[src/design/stack_arithmetic_engine_core_defines.svh]
// Assertion macros for the stack arithmetic engine.
// Used by the top level only; no other dependencies.
`ifndef STACK_ARITHMETIC_ENGINE_CORE_DEFINES_SVH
`define STACK_ARITHMETIC_ENGINE_CORE_DEFINES_SVH

`ifndef NO_ASSERTIONS
`define SAE_ASSERT_SAME(label, ante, cons) \
    label: assert property (@(posedge clk) disable iff (!rst_n) (ante) |-> (cons)) \
        else $error("assertion failed");
`define SAE_ASSERT_NEXT(label, ante, cons) \
    label: assert property (@(posedge clk) disable iff (!rst_n) (ante) |=> (cons)) \
        else $error("assertion failed");
`else
`define SAE_ASSERT_SAME(label, ante, cons)
`define SAE_ASSERT_NEXT(label, ante, cons)
`endif

`endif

[src/design/sae_pkg.sv]
// Shared types and constants for the stack arithmetic engine.
// No dependencies.
`timescale 1ns / 1ps

package sae_pkg;

    localparam int STACK_DEPTH = 256;
    localparam int ADDR_W      = $clog2(STACK_DEPTH);
    localparam int DEPTH_W     = $clog2(STACK_DEPTH + 1);
    localparam int WORD_W      = 32;
    localparam int FUNC_W      = 4;
    localparam int ERR_W       = 2;

    localparam logic [FUNC_W-1:0] FN_PUSH  = 4'd0;
    localparam logic [FUNC_W-1:0] FN_POP   = 4'd1;
    localparam logic [FUNC_W-1:0] FN_DUP   = 4'd2;
    localparam logic [FUNC_W-1:0] FN_SWAP  = 4'd3;
    localparam logic [FUNC_W-1:0] FN_ADD   = 4'd4;
    localparam logic [FUNC_W-1:0] FN_SUB   = 4'd5;
    localparam logic [FUNC_W-1:0] FN_MUL   = 4'd6;
    localparam logic [FUNC_W-1:0] FN_DIV   = 4'd7;
    localparam logic [FUNC_W-1:0] FN_MOD   = 4'd8;
    localparam logic [FUNC_W-1:0] FN_CLEAR = 4'd9;

    localparam logic [ERR_W-1:0] ERR_OK   = 2'd0;
    localparam logic [ERR_W-1:0] ERR_UNF  = 2'd1;
    localparam logic [ERR_W-1:0] ERR_OVF  = 2'd2;
    localparam logic [ERR_W-1:0] ERR_DIV0 = 2'd3;

    typedef struct packed {
        logic [FUNC_W-1:0]        func;
        logic signed [WORD_W-1:0] value;
    } sae_req_t;

    typedef struct packed {
        logic signed [WORD_W-1:0] top_value;
        logic [DEPTH_W-1:0]       depth;
        logic [ERR_W-1:0]         error;
    } sae_rsp_t;

    typedef struct packed {
        logic capture;
        logic load;
        logic exec;
        logic div_start;
        logic commit;
    } sae_cmd_t;

    typedef struct packed {
        logic need_div;
        logic div_done;
    } sae_stat_t;

endpackage

[src/design/sae_ctrl.sv]
// Controller: sequences load, execute, divide and commit for one request,
// and owns the result valid flag. Depends on sae_pkg.
`timescale 1ns / 1ps

module sae_ctrl (
    input  logic               clk,
    input  logic               rst_n,
    input  logic               req_valid,
    output logic               req_stall,
    output logic               rsp_valid,
    input  logic               rsp_stall,
    input  sae_pkg::sae_stat_t stat,
    output sae_pkg::sae_cmd_t  cmd
);
    import sae_pkg::*;

    localparam logic [2:0] ST_IDLE   = 3'd0;
    localparam logic [2:0] ST_LOAD   = 3'd1;
    localparam logic [2:0] ST_EXEC   = 3'd2;
    localparam logic [2:0] ST_DIV    = 3'd3;
    localparam logic [2:0] ST_COMMIT = 3'd4;

    logic [2:0] state_reg, state_next;
    logic       valid_reg, valid_next;
    logic       out_free;

    assign out_free  = !valid_reg || !rsp_stall;
    assign req_stall = (state_reg != ST_IDLE);
    assign rsp_valid = valid_reg;

    always_comb
    begin
        state_next    = state_reg;
        cmd           = '0;
        unique case (state_reg)
            ST_IDLE:
            begin
                if (req_valid)
                begin
                    cmd.capture = 1'b1;
                    state_next  = ST_LOAD;
                end
            end
            ST_LOAD:
            begin
                cmd.load   = 1'b1;
                state_next = ST_EXEC;
            end
            ST_EXEC:
            begin
                cmd.exec = 1'b1;
                if (stat.need_div)
                begin
                    cmd.div_start = 1'b1;
                    state_next    = ST_DIV;
                end
                else
                begin
                    state_next = ST_COMMIT;
                end
            end
            ST_DIV:
            begin
                if (stat.div_done)
                begin
                    state_next = ST_COMMIT;
                end
            end
            ST_COMMIT:
            begin
                if (out_free)
                begin
                    cmd.commit = 1'b1;
                    state_next = ST_IDLE;
                end
            end
            default:
            begin
                state_next = ST_IDLE;
            end
        endcase
    end

    always_comb
    begin
        priority if (cmd.commit)
        begin
            valid_next = 1'b1;
        end
        else if (!rsp_stall)
        begin
            valid_next = 1'b0;
        end
        else
        begin
            valid_next = valid_reg;
        end
    end

    always_ff @(posedge clk or negedge rst_n)
    begin
        if (!rst_n)
        begin
            state_reg <= ST_IDLE;
            valid_reg <= 1'b0;
        end
        else
        begin
            state_reg <= state_next;
            valid_reg <= valid_next;
        end
    end

endmodule

[config.mk]
export PLATFORM = sky130hd
export DESIGN_NAME = sae_ctrl
export DESIGN_NICKNAME = d
export VERILOG_FILES = /design/src/design/stack_arithmetic_engine_core_defines.svh /design/src/design/sae_pkg.sv /design/src/design/sae_ctrl.sv
export SDC_FILE = /design/constraint.sdc
export NUM_CORES = 1
export LEC_CHECK = 0
export CELL_PAD_IN_SITES_DETAIL_PLACEMENT = 0
export CELL_PAD_IN_SITES_GLOBAL_PLACEMENT = 1
export CORE_AREA = 2 2 39 41
export DETAILED_ROUTE_END_ITERATION = 8
export DIE_AREA = 0 0 41 43
export DONT_BUFFER_PORTS = 1
export GPL_ROUTABILITY_DRIVEN = 1
export GPL_TIMING_DRIVEN = 0
export PLACE_DENSITY = 0.48
export REMOVE_ABC_BUFFERS = 1
export SLEW_MARGIN = 20
export SYNTH_ARGS = -nofsm -noshare
export SYNTH_HDL_FRONTEND = slang
export SYNTH_SLANG_ARGS = --single-unit
[constraint.sdc]
create_clock -name clk -period 1.5 [get_ports clk]
set_input_delay 0.3 -clock clk [delete_from_list [all_inputs] [get_ports clk]]
set_output_delay 0.3 -clock clk [all_outputs]
set_load 0.02 [all_outputs]
==> summary.md <==
| Metric | Value |
|---|---|
| Vias in the first global route | `201` |
| Synth Area in Simple Gates | `28.6%` |
| Clock sinks | `4` |
| Tmin final | `1.52 ns` |
| Largest net degree at the start of global routing | `8` |
| Peak Freq | `0.658 GHz` |
| Die area | `1760 um^2` |
| CP Class | `reg2out` |
| DR vias/cell | `4.30` |
| Fin. max-slew vios | `0` |
| Post-Synth Adder-Cell Area | `0%` |
| Global-route wire length before repair | `793 um` |
| Compound-cell area share of the yosys netlist | `18.5%` |
| CP required | `1.20 ns` |
| Post-Layout Inst Area | `302 um^2` |
| ANT nets after route | `0` |
| Total CTS buffers | `3` |
| Register area | `103 um^2` |
| Critical-path top delay cell | `dfrtp_1` |
| Commonest non-fill, non-tap cells in the layout | `nand2_1 (3), clkbuf_4 (3), a21oi_1 (2), dfrtp_1 (2), dfrtp_2 (2)` |
| Post-synthesis sequential element count | `4` |
| Nets | `35` |
| Sequential area share after synthesis | `47.6%` |
| Clock Tree Buf Depth | `2` |
| Worst slew pin tran | `0.396 ns` |
| Yosys cell types | `14` |
| Core Area | `1380 um^2` |
| Crit-path cells | `nand2b_4, nor2_4, and2_4` |
| Initial cell density of the core | `15.2%` |
| Pwr dens | `2500 nW/um^2` |
| Placer congestion estimate | `0.662` |
| Share of cells above drive strength 1 | `51.9%` |
| Tightest Hold Check Type | `in2reg` |
| Final Hold Violating Endpoints | `0` |
| Status | `complete, but fails checks` |
| Root buf cell | `clkbuf_4` |
| Part of the cycle the worst path needs | `101%` |
| Multi-input combinational cell area | `135 um^2` |
| Residual DRC count | `0` |
| Failing checks | `setup timing` |
| Worst VDD drop | `610 uV` |
| Critical hold path startpoint | `stat[0]` |
| Fin cells | `43` |
| Worst Setup Slack, final | `-0.0209 ns` |
| Synth-to-layout area growth | `43.5%` |
| RSZ-0062 raised after global routing | `yes` |
| Antenna cells | `0` |
| Reg2Reg Setup Slack | `0.44 ns` |
| Ranking of synthesized cells by area | `dfrtp_1 (48%), a21oi_1 (7.1%), nand2_1 (7.1%), and3_4 (5.4%), a311oi_1 (4.2%)` |
| Crit path capture type | `output pin` |
| Final core utilization | `21.8%` |
| Yosys top cell area share | `47.6%` |
| Clk slew on worst S/H paths | `0.04 ns` |
| Final-report setup violation count | `1` |
| Worst EP arrival | `1.22 ns` |
| Slew HR | `73.5%` |
| First drt pass iteration count | `1` |
| Max FFs per register | `3` |
| Die Y | `43 um` |
| Initial antenna violation count | `0` |
| Cell count after synthesis | `23` |
| Dpl cells | `38` |
| Via count | `185` |
| Io pins | `13` |
| GRT overflow | `0` |
| Combinational family with the most area after synthesis | `simple AND/OR/NAND/NOR gates` |
| Global-route usage over all layers | `7.95%` |
| Rows | `14` |
| Yosys warnings | `0` |
| Max Clock Skew | `0.00499 ns` |
| WHS | `0.183 ns` |
| Worst skew pair latency | `0.24 ns` |
| Post-Route WL | `558 um` |
| Top delay family on crit path | `simple AND/OR/NAND/NOR gates` |
| DPL Wire Length | `384 um` |
| CTS tree | `done` |
| H-tree depth | `1` |
| Leading area contributor after synthesis | `dfrtp_1` |
| Post-synthesis cell area | `210 um^2` |
| Mux share of post-synthesis cell area | `0%` |
| Initial DRC count | `0` |
| Crit-path max cell delay | `0.42 ns` |
| WL/cell | `13.0 um` |
| Worst-path maximum fanout | `4` |
| Fillers | `155` |
| RR Startpoint | `state_reg[1]` |
| Leak Pwr | `0.122 nW` |
| Syn_area_per_cell | `9.14 um^2` |
| Startpoint types | `flop` |
| Critical path origin | `state_reg[2]` |
| MaxCap Viol Count | `0` |
| Die W | `41 um` |
| Post-synthesis xor/xnor area fraction | `0%` |
| Bufs and invs on worst path | `0` |
| IO buf count | `0` |
| Placed inst area | `223 um^2` |
==> metal layers <==
| metal | track usage (%) | routed length [um] |
|---|---|---|
| met5 | 0 | 0 |
| met4 | 10.0 | 0 |
| met3 | 5.76 | 70 |
| met2 | 8.75 | 235 |
| met1 | 8.09 | 252 |
==> timing repair <==
item / CTS / global route
pin swaps: 0 / 1
hold endpoints to repair: 4 / 0
buffers inserted: 0 / 1
endpoints found under the setup margin: 3 / 2
hold buffers: 1 / 0
resized for setup: 7 / 4
==> cells in the mapped netlist (all sizes together) <==
| cell type | instances |
|---|---|
| a21oi | 3 |
| a311oi | 1 |
| a31o | 1 |
| and2 | 1 |
| and3 | 1 |
| buf | 1 |
| dfrtp | 4 |
| inv | 1 |
| nand2 | 4 |
| nand2b | 1 |
| nor2 | 3 |
| nor3b | 1 |
| o22ai | 1 |
==> final cells by class <==
cell class	count	share of cell area, %
timing repair buffer	2	5.81
inverter	1	1.24
multi-input combinational	17	44.8
sequential	4	34.0
clock buffer	3	7.47
tap	16	6.64
==> power breakdown <==
| part | internal (mW) | leakage [nW] | switching, mW | total [mW] |
|---|---|---|---|---|
| Sequential | 0.162 | 0.0493 | 0.107 | 0.268 |
| Clock | 0.0899 | 0.0138 | 0.0494 | 0.139 |
| Combinational | 0.138 | 0.0584 | 0.208 | 0.346 |
==> worst reg2reg max path: stages (launching register included) <==
cell and delay [ns]:
dfrtp_2 0.46, nor2_2 0.18, and3_4 0.25, a31o_1 0.11
==> cells by family after synthesis <==
group / Yosys count
buffers and inverters: 2
and+or+nand+nor: 11
AOI/OAI and AO/OA: 6
DFF: 4
==> through the flow <==
step / worst slack, ns / setup TNS [ns] / total power, mW
after floorplan: 0.0478 / 0 / 0.463
after global routing: -0.0735 / -0.148 / 0.807
after detailed placement: -0.0246 / -0.0246 / 0.505
final: -0.0209 / -0.0209 / 0.754
after global placement: -0.0485 / -0.0485 / 0.501
after CTS: -0.0903 / -0.104 / 0.707
==> path summary, 6_finish.rpt <==
| check | depth (start not counted) | endpoint |
|---|---|---|
| min in group asynchronous | 1 | state_reg[2] |
| worst max register to register | 3 | state_reg[0] |
| worst min-delay path | 1 | state_reg[1] |
| max in group asynchronous | 1 | state_reg[1] |
| worst min register to register | 1 | state_reg[1] |
| worst max-delay path | 3 | cmd[1] |
Power figures use the tool's default switching activity.
